--- src/rtl/core/fsp_pkg.sv ---
// Shared types and constants for the fair share task picker.
// Used by fsp_mul, fsp_div and the top level; depends on nothing.
package fsp_pkg;

  localparam int MAX_TASKS_DEF = 16;

  localparam int ID_W   = 16;
  localparam int WT_W   = 16;
  localparam int RT_W   = 40;
  localparam int CT_W   = 32;
  localparam int US_W   = 20;
  localparam int OP_W   = 2;
  localparam int ST_W   = 2;
  localparam int POL_W  = 2;
  localparam int CIDX_W = 2;
  localparam int PROD_W = RT_W + WT_W;
  localparam int NUM_W  = US_W + WT_W;
  localparam int IN_W   = 88;

  localparam logic [US_W-1:0]  DEF_LATENCY_US = US_W'(20000);
  localparam logic [POL_W-1:0] RST_POLICY     = POL_W'(2);
  localparam logic [US_W-1:0]  RST_QUANTUM    = US_W'(10000);
  localparam logic [US_W-1:0]  RST_LATENCY    = US_W'(20000);
  localparam logic [US_W-1:0]  RST_MIN_GRAN   = US_W'(2000);
  localparam logic [RT_W-1:0]  RT_MAX         = '1;

  localparam logic [OP_W-1:0] OP_ADD    = 2'd0;
  localparam logic [OP_W-1:0] OP_PICK   = 2'd1;
  localparam logic [OP_W-1:0] OP_REPORT = 2'd2;
  localparam logic [OP_W-1:0] OP_CLEAR  = 2'd3;

  localparam logic [ST_W-1:0] ST_OK     = 2'd0;
  localparam logic [ST_W-1:0] ST_FULL   = 2'd1;
  localparam logic [ST_W-1:0] ST_EMPTY  = 2'd2;
  localparam logic [ST_W-1:0] ST_NOPICK = 2'd3;

  localparam logic [POL_W-1:0] POL_FCFS = 2'd0;
  localparam logic [POL_W-1:0] POL_RR   = 2'd1;

  localparam logic [CIDX_W-1:0] REG_POLICY   = 2'd0;
  localparam logic [CIDX_W-1:0] REG_QUANTUM  = 2'd1;
  localparam logic [CIDX_W-1:0] REG_LATENCY  = 2'd2;
  localparam logic [CIDX_W-1:0] REG_MIN_GRAN = 2'd3;

  typedef struct packed {
    logic [ID_W-1:0] id;
    logic [WT_W-1:0] weight;
    logic [RT_W-1:0] runtime;
    logic [CT_W-1:0] created;
  } fsp_entry_t;

  localparam int ENTRY_W = $bits(fsp_entry_t);

endpackage

--- src/rtl/core/fsp_ram.sv ---
// Generic single write port RAM with one registered read port.
// Stand-alone; no package needed.
module fsp_ram #(
  parameter int WIDTH = 8,
  parameter int DEPTH = 16
) (
  input  logic                     clk,
  input  logic                     we,
  input  logic [$clog2(DEPTH)-1:0] waddr,
  input  logic [WIDTH-1:0]         wdata,
  input  logic [$clog2(DEPTH)-1:0] raddr,
  output logic [WIDTH-1:0]         rdata
);

  logic [WIDTH-1:0] mem [DEPTH];

  always_ff @(posedge clk) begin
    if (we) begin
      mem[waddr] <= wdata;
    end
    rdata <= mem[raddr];
  end

endmodule

--- src/rtl/core/fsp_mul.sv ---
// Shared multiplier: runtime-wide by weight-wide, product registered.
// Depends on fsp_pkg.
module fsp_mul (
  input  logic                      clk,
  input  logic [fsp_pkg::RT_W-1:0]   a,
  input  logic [fsp_pkg::WT_W-1:0]   b,
  output logic [fsp_pkg::PROD_W-1:0] prod
);
  import fsp_pkg::*;

  always_ff @(posedge clk) begin
    prod <= PROD_W'(a) * PROD_W'(b);
  end

endmodule

--- src/rtl/core/fsp_div.sv ---
// Restoring divider, one quotient bit per cycle, quotient and remainder.
// Depends on fsp_pkg.
module fsp_div #(
  parameter int DEN_W = 21
) (
  input  logic                     clk,
  input  logic                     rst,
  input  logic                     start,
  input  logic [fsp_pkg::NUM_W-1:0] num,
  input  logic [DEN_W-1:0]         den,
  output logic [fsp_pkg::NUM_W-1:0] quo,
  output logic [DEN_W-1:0]         rem,
  output logic                     done
);
  import fsp_pkg::*;

  localparam int CNT_W = $clog2(NUM_W + 1);

  logic [DEN_W-1:0] dreg;
  logic [CNT_W-1:0] cnt;
  logic             busy;
  logic [DEN_W:0]   sh;
  logic [DEN_W:0]   diff;
  logic             ge;

  assign sh   = {rem, quo[NUM_W-1]};
  assign diff = sh - {1'b0, dreg};
  assign ge   = sh >= {1'b0, dreg};

  always_ff @(posedge clk) begin
    if (rst) begin
      busy <= 1'b0;
      done <= 1'b0;
      cnt  <= '0;
    end else begin
      done <= 1'b0;
      if (start) begin
        busy <= 1'b1;
        cnt  <= CNT_W'(NUM_W);
      end else if (busy) begin
        cnt <= cnt - 1'b1;
        if (cnt == CNT_W'(1)) begin
          busy <= 1'b0;
          done <= 1'b1;
        end
      end
    end
  end

  always_ff @(posedge clk) begin
    if (start) begin
      rem  <= '0;
      quo  <= num;
      dreg <= den;
    end else if (busy) begin
      rem <= ge ? diff[DEN_W-1:0] : sh[DEN_W-1:0];
      quo <= {quo[NUM_W-2:0], ge};
    end
  end

endmodule

--- src/rtl/core/fair_share_task_picker_unit.sv ---
// Top level of the fair share task picker: sequencer, task table, config.
// Depends on fsp_pkg, fsp_ram, fsp_mul and fsp_div.
//
//  channel   dir  handshake            payload
//  s_*       in   s_tvalid / s_tready  s_tuser = op, s_tdata = task fields
//  m_*       out  m_tvalid / m_tready  m_tuser = status, m_tdata = results
//  cfg_*     in   cfg_we               cfg_idx, cfg_data
//
// Add and clear go straight to the result; report reads the picked entry,
// writes its runtime back and, for a completed task, moves each entry behind
// it up one slot. Round robin pick has the divider give the pointer modulo
// count; fair pick has the shared multiplier form two cross products per
// entry, then the divider gives the slice. One request at a time; the next
// request is taken while a result waits on m_tready. Reset clears the count,
// pointer and pending pick; the table itself needs no clearing.
module fair_share_task_picker_unit #(
  parameter int MAX_TASKS = fsp_pkg::MAX_TASKS_DEF,
  localparam int SW    = $clog2(MAX_TASKS),
  localparam int CW    = $clog2(MAX_TASKS + 1),
  localparam int OUT_W = ((fsp_pkg::ID_W + SW + fsp_pkg::US_W + CW + 7) / 8) * 8
) (
  input  logic                       clk,
  input  logic                       rst,
  input  logic                       s_tvalid,
  output logic                       s_tready,
  // new_pid[15:0], weight[31:16], created_time[63:32], ran_us[83:64], complete[84]
  input  logic [fsp_pkg::IN_W-1:0]   s_tdata,
  // op
  input  logic [fsp_pkg::OP_W-1:0]   s_tuser,
  output logic                       m_tvalid,
  input  logic                       m_tready,
  // picked_pid, picked_slot, slice_us, task_count, zero fill
  output logic [OUT_W-1:0]           m_tdata,
  // status
  output logic [fsp_pkg::ST_W-1:0]   m_tuser,
  input  logic                       cfg_we,
  input  logic [fsp_pkg::CIDX_W-1:0] cfg_idx,
  input  logic [fsp_pkg::US_W-1:0]   cfg_data
);
  import fsp_pkg::*;

  localparam int TOT_W = WT_W + CW;

  typedef enum logic [11:0] {
    S_IDLE     = 12'b0000_0000_0001,
    S_PK_RD    = 12'b0000_0000_0010,
    S_FC_FIRST = 12'b0000_0000_0100,
    S_FC_M1    = 12'b0000_0000_1000,
    S_FC_M2    = 12'b0000_0001_0000,
    S_FC_CMP   = 12'b0000_0010_0000,
    S_FS_MUL   = 12'b0000_0100_0000,
    S_FS_DIV0  = 12'b0000_1000_0000,
    S_DIV      = 12'b0001_0000_0000,
    S_RP_RD    = 12'b0010_0000_0000,
    S_SH_WR    = 12'b0100_0000_0000,
    S_DONE     = 12'b1000_0000_0000
  } state_t;

  // configuration
  logic [POL_W-1:0] policy;
  logic [US_W-1:0]  quantum_us, target_latency_us, min_granularity_us;

  // control state
  state_t         state, state_next;
  logic [CW-1:0]  count, count_next;
  logic [SW-1:0]  rotate_pointer, rotate_pointer_next;
  logic [SW-1:0]  picked_index, picked_index_next;
  logic           pick_pending, pick_pending_next;
  logic           out_valid, out_valid_next;

  // working registers
  logic [OP_W-1:0]  op_r, op_r_next;
  logic [US_W-1:0]  ran, ran_next;
  logic             complete, complete_next;
  logic [CW-1:0]    scan, scan_next;
  logic [SW-1:0]    sel, sel_next;
  fsp_entry_t       best, best_next, cand, cand_next;
  logic [PROD_W-1:0] lhs, lhs_next;
  logic [TOT_W-1:0] total, total_next;
  logic [ST_W-1:0]  res_status, res_status_next;
  logic [ID_W-1:0]  res_pid, res_pid_next;
  logic [SW-1:0]    res_slot, res_slot_next;
  logic [US_W-1:0]  res_slice, res_slice_next;

  // output register
  logic [ST_W-1:0] o_status;
  logic [ID_W-1:0] o_pid;
  logic [SW-1:0]   o_slot;
  logic [US_W-1:0] o_slice;
  logic [CW-1:0]   o_count;
  logic            o_load;

  // table RAM
  logic          ram_we;
  logic [SW-1:0] ram_waddr, ram_raddr;
  fsp_entry_t    ram_wdata, ram_rdata;

  // shared units
  logic [RT_W-1:0]   mul_a;
  logic [WT_W-1:0]   mul_b;
  logic [PROD_W-1:0] prod;
  logic              div_start, div_done;
  logic [NUM_W-1:0]  div_num, div_quo;
  logic [TOT_W-1:0]  div_den, div_rem;

  // request fields
  logic [ID_W-1:0] in_pid;
  logic [WT_W-1:0] in_weight;
  logic [CT_W-1:0] in_created;
  logic [US_W-1:0] in_ran;
  logic            in_complete;
  logic            accept;

  assign in_pid      = s_tdata[15:0];
  assign in_weight   = s_tdata[31:16];
  assign in_created  = s_tdata[63:32];
  assign in_ran      = s_tdata[83:64];
  assign in_complete = s_tdata[84];

  assign s_tready = (state == S_IDLE);
  assign accept   = s_tvalid && s_tready;
  assign m_tvalid = out_valid;
  assign m_tuser  = o_status;
  assign m_tdata  = OUT_W'({o_count, o_slice, o_slot, o_pid});

  fsp_ram #(.WIDTH(ENTRY_W), .DEPTH(MAX_TASKS)) u_table (
    .clk   (clk),
    .we    (ram_we),
    .waddr (ram_waddr),
    .wdata (ram_wdata),
    .raddr (ram_raddr),
    .rdata (ram_rdata)
  );

  fsp_mul u_mul (
    .clk  (clk),
    .a    (mul_a),
    .b    (mul_b),
    .prod (prod)
  );

  fsp_div #(.DEN_W(TOT_W)) u_div (
    .clk   (clk),
    .rst   (rst),
    .start (div_start),
    .num   (div_num),
    .den   (div_den),
    .quo   (div_quo),
    .rem   (div_rem),
    .done  (div_done)
  );

  always_ff @(posedge clk) begin
    if (rst) begin
      policy             <= RST_POLICY;
      quantum_us         <= RST_QUANTUM;
      target_latency_us  <= RST_LATENCY;
      min_granularity_us <= RST_MIN_GRAN;
    end else if (cfg_we) begin
      unique case (cfg_idx)
        REG_POLICY:   policy             <= cfg_data[POL_W-1:0];
        REG_QUANTUM:  quantum_us         <= cfg_data;
        REG_LATENCY:  target_latency_us  <= cfg_data;
        REG_MIN_GRAN: min_granularity_us <= cfg_data;
        default:      policy             <= policy;
      endcase
    end
  end

  // shared multiplier operand select
  always_comb begin
    mul_a = '0;
    mul_b = '0;
    case (state)
      S_FC_M1: begin
        mul_a = ram_rdata.runtime;
        mul_b = best.weight;
      end
      S_FC_M2: begin
        mul_a = best.runtime;
        mul_b = cand.weight;
      end
      S_FS_MUL: begin
        mul_a = RT_W'(target_latency_us == '0 ? DEF_LATENCY_US : target_latency_us);
        mul_b = best.weight;
      end
      default: begin
        mul_a = '0;
        mul_b = '0;
      end
    endcase
  end

  always_comb begin
    logic             take;
    logic [RT_W:0]    rt_sum;
    logic [CW-1:0]    newc;
    logic [SW-1:0]    rot_rm;
    logic [CW-1:0]    scan_inc;
    logic [NUM_W-1:0] min_ext;

    state_next          = state;
    count_next          = count;
    rotate_pointer_next = rotate_pointer;
    picked_index_next   = picked_index;
    pick_pending_next   = pick_pending;
    out_valid_next      = out_valid;
    op_r_next           = op_r;
    ran_next            = ran;
    complete_next       = complete;
    scan_next           = scan;
    sel_next            = sel;
    best_next           = best;
    cand_next           = cand;
    lhs_next            = lhs;
    total_next          = total;
    res_status_next     = res_status;
    res_pid_next        = res_pid;
    res_slot_next       = res_slot;
    res_slice_next      = res_slice;
    o_load              = 1'b0;
    ram_we              = 1'b0;
    ram_waddr           = '0;
    ram_wdata           = ram_rdata;
    ram_raddr           = '0;
    div_start           = 1'b0;
    div_num             = '0;
    div_den             = '0;

    take = (lhs < prod) ||
           ((lhs == prod) && ((cand.weight > best.weight) ||
                              ((cand.weight == best.weight) &&
                               (cand.created < best.created))));
    rt_sum   = {1'b0, ram_rdata.runtime} + (RT_W + 1)'(ran);
    newc     = count - 1'b1;
    rot_rm   = (CW'(picked_index) == newc) ? '0 : picked_index;
    scan_inc = scan + 1'b1;
    min_ext  = NUM_W'(min_granularity_us);

    if (out_valid && m_tready) begin
      out_valid_next = 1'b0;
    end

    unique case (state)
      S_IDLE: begin
        if (accept) begin
          op_r_next       = s_tuser;
          ran_next        = in_ran;
          complete_next   = in_complete;
          res_status_next = ST_OK;
          res_pid_next    = '0;
          res_slot_next   = '0;
          res_slice_next  = '0;
          state_next      = S_DONE;
          unique case (s_tuser)
            OP_ADD: begin
              if (count == CW'(MAX_TASKS)) begin
                res_status_next = ST_FULL;
              end else begin
                ram_we            = 1'b1;
                ram_waddr         = count[SW-1:0];
                ram_wdata.id      = in_pid;
                ram_wdata.weight  = (in_weight == '0) ? WT_W'(1) : in_weight;
                ram_wdata.runtime = '0;
                ram_wdata.created = in_created;
                count_next        = count + 1'b1;
              end
            end
            OP_PICK: begin
              if (count == '0) begin
                res_status_next   = ST_EMPTY;
                pick_pending_next = 1'b0;
              end else if (policy == POL_FCFS) begin
                sel_next   = '0;
                ram_raddr  = '0;
                state_next = S_PK_RD;
              end else if (policy == POL_RR) begin
                // pointer may lag a shrunken table: take it modulo count
                div_start  = 1'b1;
                div_num    = NUM_W'(rotate_pointer);
                div_den    = TOT_W'(count);
                state_next = S_DIV;
              end else begin
                ram_raddr  = '0;
                sel_next   = '0;
                scan_next  = CW'(1);
                state_next = S_FC_FIRST;
              end
            end
            OP_REPORT: begin
              if (!pick_pending || CW'(picked_index) >= count) begin
                res_status_next = ST_NOPICK;
              end else begin
                ram_raddr  = picked_index;
                state_next = S_RP_RD;
              end
            end
            OP_CLEAR: begin
              count_next          = '0;
              rotate_pointer_next = '0;
              picked_index_next   = '0;
              pick_pending_next   = 1'b0;
            end
            default: state_next = S_DONE;
          endcase
        end
      end

      S_PK_RD: begin
        res_pid_next      = ram_rdata.id;
        res_slot_next     = sel;
        res_slice_next    = quantum_us;
        picked_index_next = sel;
        pick_pending_next = 1'b1;
        state_next        = S_DONE;
      end

      S_FC_FIRST: begin
        best_next  = ram_rdata;
        total_next = TOT_W'(ram_rdata.weight);
        if (scan >= count) begin
          state_next = S_FS_MUL;
        end else begin
          ram_raddr  = scan[SW-1:0];
          state_next = S_FC_M1;
        end
      end

      S_FC_M1: begin
        cand_next  = ram_rdata;
        state_next = S_FC_M2;
      end

      S_FC_M2: begin
        lhs_next   = prod;
        state_next = S_FC_CMP;
      end

      S_FC_CMP: begin
        if (take) begin
          best_next = cand;
          sel_next  = scan[SW-1:0];
        end
        total_next = total + TOT_W'(cand.weight);
        scan_next  = scan_inc;
        if (scan_inc >= count) begin
          state_next = S_FS_MUL;
        end else begin
          ram_raddr  = scan_inc[SW-1:0];
          state_next = S_FC_M1;
        end
      end

      S_FS_MUL: begin
        state_next = S_FS_DIV0;
      end

      S_FS_DIV0: begin
        div_start  = 1'b1;
        div_num    = prod[NUM_W-1:0];
        div_den    = total;
        state_next = S_DIV;
      end

      S_DIV: begin
        if (div_done) begin
          if (policy == POL_RR) begin
            sel_next   = div_rem[SW-1:0];
            ram_raddr  = div_rem[SW-1:0];
            state_next = S_PK_RD;
          end else begin
            res_pid_next      = best.id;
            res_slot_next     = sel;
            res_slice_next    = (div_quo < min_ext) ? min_granularity_us
                                                    : div_quo[US_W-1:0];
            picked_index_next = sel;
            pick_pending_next = 1'b1;
            state_next        = S_DONE;
          end
        end
      end

      S_RP_RD: begin
        ram_we            = 1'b1;
        ram_waddr         = picked_index;
        ram_wdata.runtime = rt_sum[RT_W] ? RT_MAX : rt_sum[RT_W-1:0];
        res_pid_next      = ram_rdata.id;
        res_slot_next     = picked_index;
        pick_pending_next = 1'b0;
        state_next        = S_DONE;
        scan_next         = CW'(picked_index) + 1'b1;
        if (complete) begin
          if (CW'(picked_index) + 1'b1 < count) begin
            ram_raddr  = picked_index + 1'b1;
            state_next = S_SH_WR;
          end else begin
            count_next = newc;
            if (policy == POL_RR) begin
              rotate_pointer_next = rot_rm;
            end
          end
        end else if (policy == POL_RR) begin
          rotate_pointer_next = (CW'(picked_index) + 1'b1 == count) ? '0
                                : picked_index + 1'b1;
        end
      end

      S_SH_WR: begin
        // move entry scan down one slot, fetch the next behind it
        ram_we    = 1'b1;
        ram_waddr = scan[SW-1:0] - 1'b1;
        ram_wdata = ram_rdata;
        scan_next = scan_inc;
        if (scan_inc < count) begin
          ram_raddr = scan_inc[SW-1:0];
        end else begin
          count_next = newc;
          if (policy == POL_RR) begin
            rotate_pointer_next = rot_rm;
          end
          state_next = S_DONE;
        end
      end

      S_DONE: begin
        if (!out_valid || m_tready) begin
          o_load         = 1'b1;
          out_valid_next = 1'b1;
          state_next     = S_IDLE;
        end
      end

      default: state_next = S_IDLE;
    endcase
  end

  always_ff @(posedge clk) begin
    if (rst) begin
      state          <= S_IDLE;
      count          <= '0;
      rotate_pointer <= '0;
      picked_index   <= '0;
      pick_pending   <= 1'b0;
      out_valid      <= 1'b0;
    end else begin
      state          <= state_next;
      count          <= count_next;
      rotate_pointer <= rotate_pointer_next;
      picked_index   <= picked_index_next;
      pick_pending   <= pick_pending_next;
      out_valid      <= out_valid_next;
    end
  end

  always_ff @(posedge clk) begin
    op_r       <= op_r_next;
    ran        <= ran_next;
    complete   <= complete_next;
    scan       <= scan_next;
    sel        <= sel_next;
    best       <= best_next;
    cand       <= cand_next;
    lhs        <= lhs_next;
    total      <= total_next;
    res_status <= res_status_next;
    res_pid    <= res_pid_next;
    res_slot   <= res_slot_next;
    res_slice  <= res_slice_next;
    if (o_load) begin
      o_status <= res_status;
      o_pid    <= res_pid;
      o_slot   <= res_slot;
      o_slice  <= (op_r == OP_PICK) ? res_slice : '0;
      o_count  <= count;
    end
  end

endmodule
--- config.mk ---
export PLATFORM = sky130hd
export DESIGN_NAME = fair_share_task_picker_unit
export DESIGN_NICKNAME = d
export VERILOG_FILES = /design/src/rtl/core/fsp_pkg.sv /design/src/rtl/core/fsp_ram.sv /design/src/rtl/core/fsp_mul.sv /design/src/rtl/core/fsp_div.sv /design/src/rtl/core/fair_share_task_picker_unit.sv
export SDC_FILE = /design/constraint.sdc
export NUM_CORES = 2
export LEC_CHECK = 0
export BUFFER_PORTS_ARGS = -buffer_cell sky130_fd_sc_hd__buf_2
export CAP_MARGIN = 20
export CORE_MARGIN = 2
export CORE_UTILIZATION = 50
export DETAILED_ROUTE_END_ITERATION = 8
export PLACE_DENSITY = 0.77
export SLEW_MARGIN = 20
export SYNTH_ARGS = -nofsm -noshare
export SYNTH_HDL_FRONTEND = slang
export SYNTH_HIERARCHICAL = 1
export SYNTH_SLANG_ARGS = --single-unit
--- constraint.sdc ---
create_clock -name clk -period 16.8 [get_ports clk]
set_input_delay 0 -clock clk [delete_from_list [all_inputs] [get_ports clk]]
set_output_delay 0 -clock clk [all_outputs]
set_load 0.05 [all_outputs]
==> flow_summary.toml <==
[job]
drv_cap = 0

[place]
portBuffers = 162
place.gp.congestion = 0.910
pre_cts_ws_ns = 7.43
hpwl_um = 174000

[logic_synthesis]
ys_top_cells_by_area = "edfxtp_1 (54%), fa_1 (9.1%), mux4_2 (8.0%), dfxtp_1 (4.7%), nand2_1 (4.3%)"
yosys.area.top_type = "edfxtp_1"
synth_common_cells = "edfxtp_1 (2127), nand2_1 (1339), inv_1 (826)"
synth_edf_count = 2127
ys_ff_latch = 2405
yosysMostFrequentCell = "edfxtp_1"
synth_top_area_share_pct = 54.4
synth_cell_type_count = 104
synth_area_per_cell_um2 = 14.1
netlist_area_mm2 = 0.117
ys_seq_area_share_pct = 59.1
syn_inst = 8334
ys.flop_type = "edfxtp_1"
yosys_warnings = 6
synthArstFlopShare_pct = 0

[sta]
maxSlewHeadroom_pct = 20.8
min_period_ns = 9.39
rsz0062_at_grt = "no"
setup_slack_ns = 7.41
fin_crit_sh_pct = 55.9
tns_ns = 0
tightest_slew_ns = 1.19
finalSetupViolations = 0
worst_clock_skew_ns = 0.125
slew_viol_final = 0
max_freq_mhz = 107
hold_viol_final = 0

[die]
die_h_um = 489
dieWidth_um = 489
start_util_pct = 50.4
rows = 177
io_pins = 169
dieArea_mm2 = 0.239
fp.coreArea_mm2 = 0.233

[route]
viasPerCell = 6.09
wl_per_cell_um = 26.0
drc = 0
drt-initial-drc-count = 8969
ant_nets = 0
vias = 72500
wl_um = 309000
first_pass_iters = 9

[clock_network]
ctsHtreeMaxLevel = 4
cts_made_buffers = 227
cts.sinks = 2405
clk_latency_ns = 0.94
cts_hold_buf = 159
cts_tree = "yes"
post_cts_buffers = 0
path_clk_slew_ns = 0.06
cts_buffer_depth = 3
clock-root-buffer = "clkbuf_16"
cts.repair.resized = 0

[run_status]
outcome = "finished, final reports clean"

[critical_path]
critical_path.max_stage_delay_ns = 0.75
critPathCaptureType = "register"
cp_max_fo = 50
required_ns = 17.58
critPathArrivalTime_ns = 10.16
critPathLaunchType = "register"
critPathSlowestCell = "nor4_1"
r2r-start = "state[0]$_SDFFE_PP1P_"
crit_path_start = "state[0]$_SDFFE_PP1P_"
setup.worst_path.class = "reg2reg"

[power]
pwr-share-seq_pct = 53.1
p_sw_mw = 2.65
switching_share_pct = 21.2
intPower_mw = 9.83
power.share.clock_pct = 43.9
pwr-share-comb_pct = 3.0
ir_worst_vdd_uv = 108
p_leak_nw = 47.4
power.density_mw_per_mm2 = 95.0

[final_layout]
n_fill_cell = 17500
fin_nets = 9552
drive_gt1_share_pct = 13.7
area_delta_synth_final_pct = 11.8

[global_route]
antenna_found_initial = 9
overflow = 0
grt_pass1_vias = 75600
grt_max_degree = 147
grt_usage_pct = 25.8
grt_first_pass_wirelength_um = 464000

[hold_path]
worstHoldStart = "cfg_data[2]"
hold_class = "in2reg"
-- cell usage in the layout (no fill, tap or decap), types with 20 or more instances in the layout --
master,instances
nor2_1,157
edfxtp_1,2127
nand3_1,78
inv_1,826
dlygate4sd3_1,159
a22o_1,52
a211oi_1,32
mux2_2,36
a21oi_1,240
a31oi_1,20
mux2i_1,38
buf_2,162
nor4_1,25
clkinv_1,26
clkbuf_8,26
a22oi_1,223
clkbuf_1,48
o21bai_1,23
and2_1,272
nand2b_1,28
a21o_1,70
xor2_1,47
dfxtp_1,278
nand4_1,55
clkinv_2,43
buf_4,74
nand2_1,1339
and3_1,23
xnor2_1,72
o21ai_0,152
buf_12,20
bufinv_16,33
o211ai_1,21
nor3_1,38
fa_1,533
mux4_2,416
clkbuf_16,227
ha_1,337
nand3b_1,20
nor2b_1,29
-- flip-flops by register name, indices dropped and copies added (netlist names), 21 cells and up --
name,flops
lhs,56
u_div/dreg,21
cand,104
u_table/rdata,104
u_table/mem,1664
u_div/quo,36
best,104
u_mul/prod,56
u_div/rem,21
total,21
-- power by group through the flow --
| stage | Clock [mW] | Combinational [mW] | Sequential, mW |
|---|---|---|---|
| after global routing | 5.74 | 0.409 | 6.62 |
| after detailed placement | 0 | 0.335 | 6.75 |
| final | 5.48 | 0.379 | 6.62 |
| after floorplan | 0 | 0.203 | 6.73 |
| after global placement | 0 | 0.319 | 6.74 |
| after CTS | 5.51 | 0.370 | 6.62 |
-- critical path, delay by kind of cell (launching register included) --
family	cells	cell delay (ns)
xor gates and xnor gates	1	0.16
AOI/OAI and AO/OA	4	1.11
and+or+nand+nor	8	2.21
buffers and inverters	8	1.93
adders and majority gates	7	3.53
DFF	1	0.37
-- worst paths after layout --
check	cells after the start	endpoint	slack (ns)
worst min register to register	0	m_tuser[0]$_DFFE_PP_	0.42
worst min-delay path	4	quantum_us[2]$_SDFFE_PP0P_	0.03
worst max-delay path	28	u_mul/prod[50]$_DFF_P_	7.41
worst max register to register	28	u_mul/prod[50]$_DFF_P_	7.41
-- layout make-up --
cell class / count / area [um^2] / area share (%)
Multi-Input combinational cell: 4687 / 43400 / 33.0
Tap cell: 3132 / 3920 / 2.98
Clock buffer: 301 / 6220 / 4.73
Inverter: 829 / 3120 / 2.38
Timing Repair Buffer: 415 / 3360 / 2.56
Sequential cell: 2405 / 69400 / 52.9
Clock inverter: 135 / 1860 / 1.42
Antenna cell: 7 / 17.5 / 0.0133
-- logic make-up (layout without fill, tap and decap cells) --
logic type      count (synthesis)  count (layout)  share of synthesized area [%]
flops                        2405            2405                           59.1
buf+inv                      1244            1680                           4.24
compound gates               1031            1031                           6.03
simple gates                 2173            2173                           8.39
other cells                     1              10                        0.00319
xor+xnor                      119             119                          0.887
mux                           491             491                           8.65
fa+ha+maj                     870             870                           12.7
-- metrics by stage --
stage	power [mW]	utilization (%)	area, um^2	hold slack (ns)	std cells
3_5_place_dp	7.08	52.2	122000	0.178	11300
5_1_grt	12.8	56.4	131000	0.0493	11900
4_1_cts	12.5	56.3	131000	0.00469	11900
2_1_floorplan	6.94	-	117000	0.0989	8336
3_3_place_gp	7.06	52.2	122000	0.180	11300
6_report	12.5	56.4	131000	0.0339	11900
-- layer usage --
| metal | global-route usage (%) | routed length (um) |
|---|---|---|
| met5 | 0 | 35 |
| met4 | 10.1 | 12400 |
| met3 | 5.15 | 33000 |
| met2 | 43.0 | 151000 |
| met1 | 33.4 | 113000 |
(Power assumes the default switching activity.)
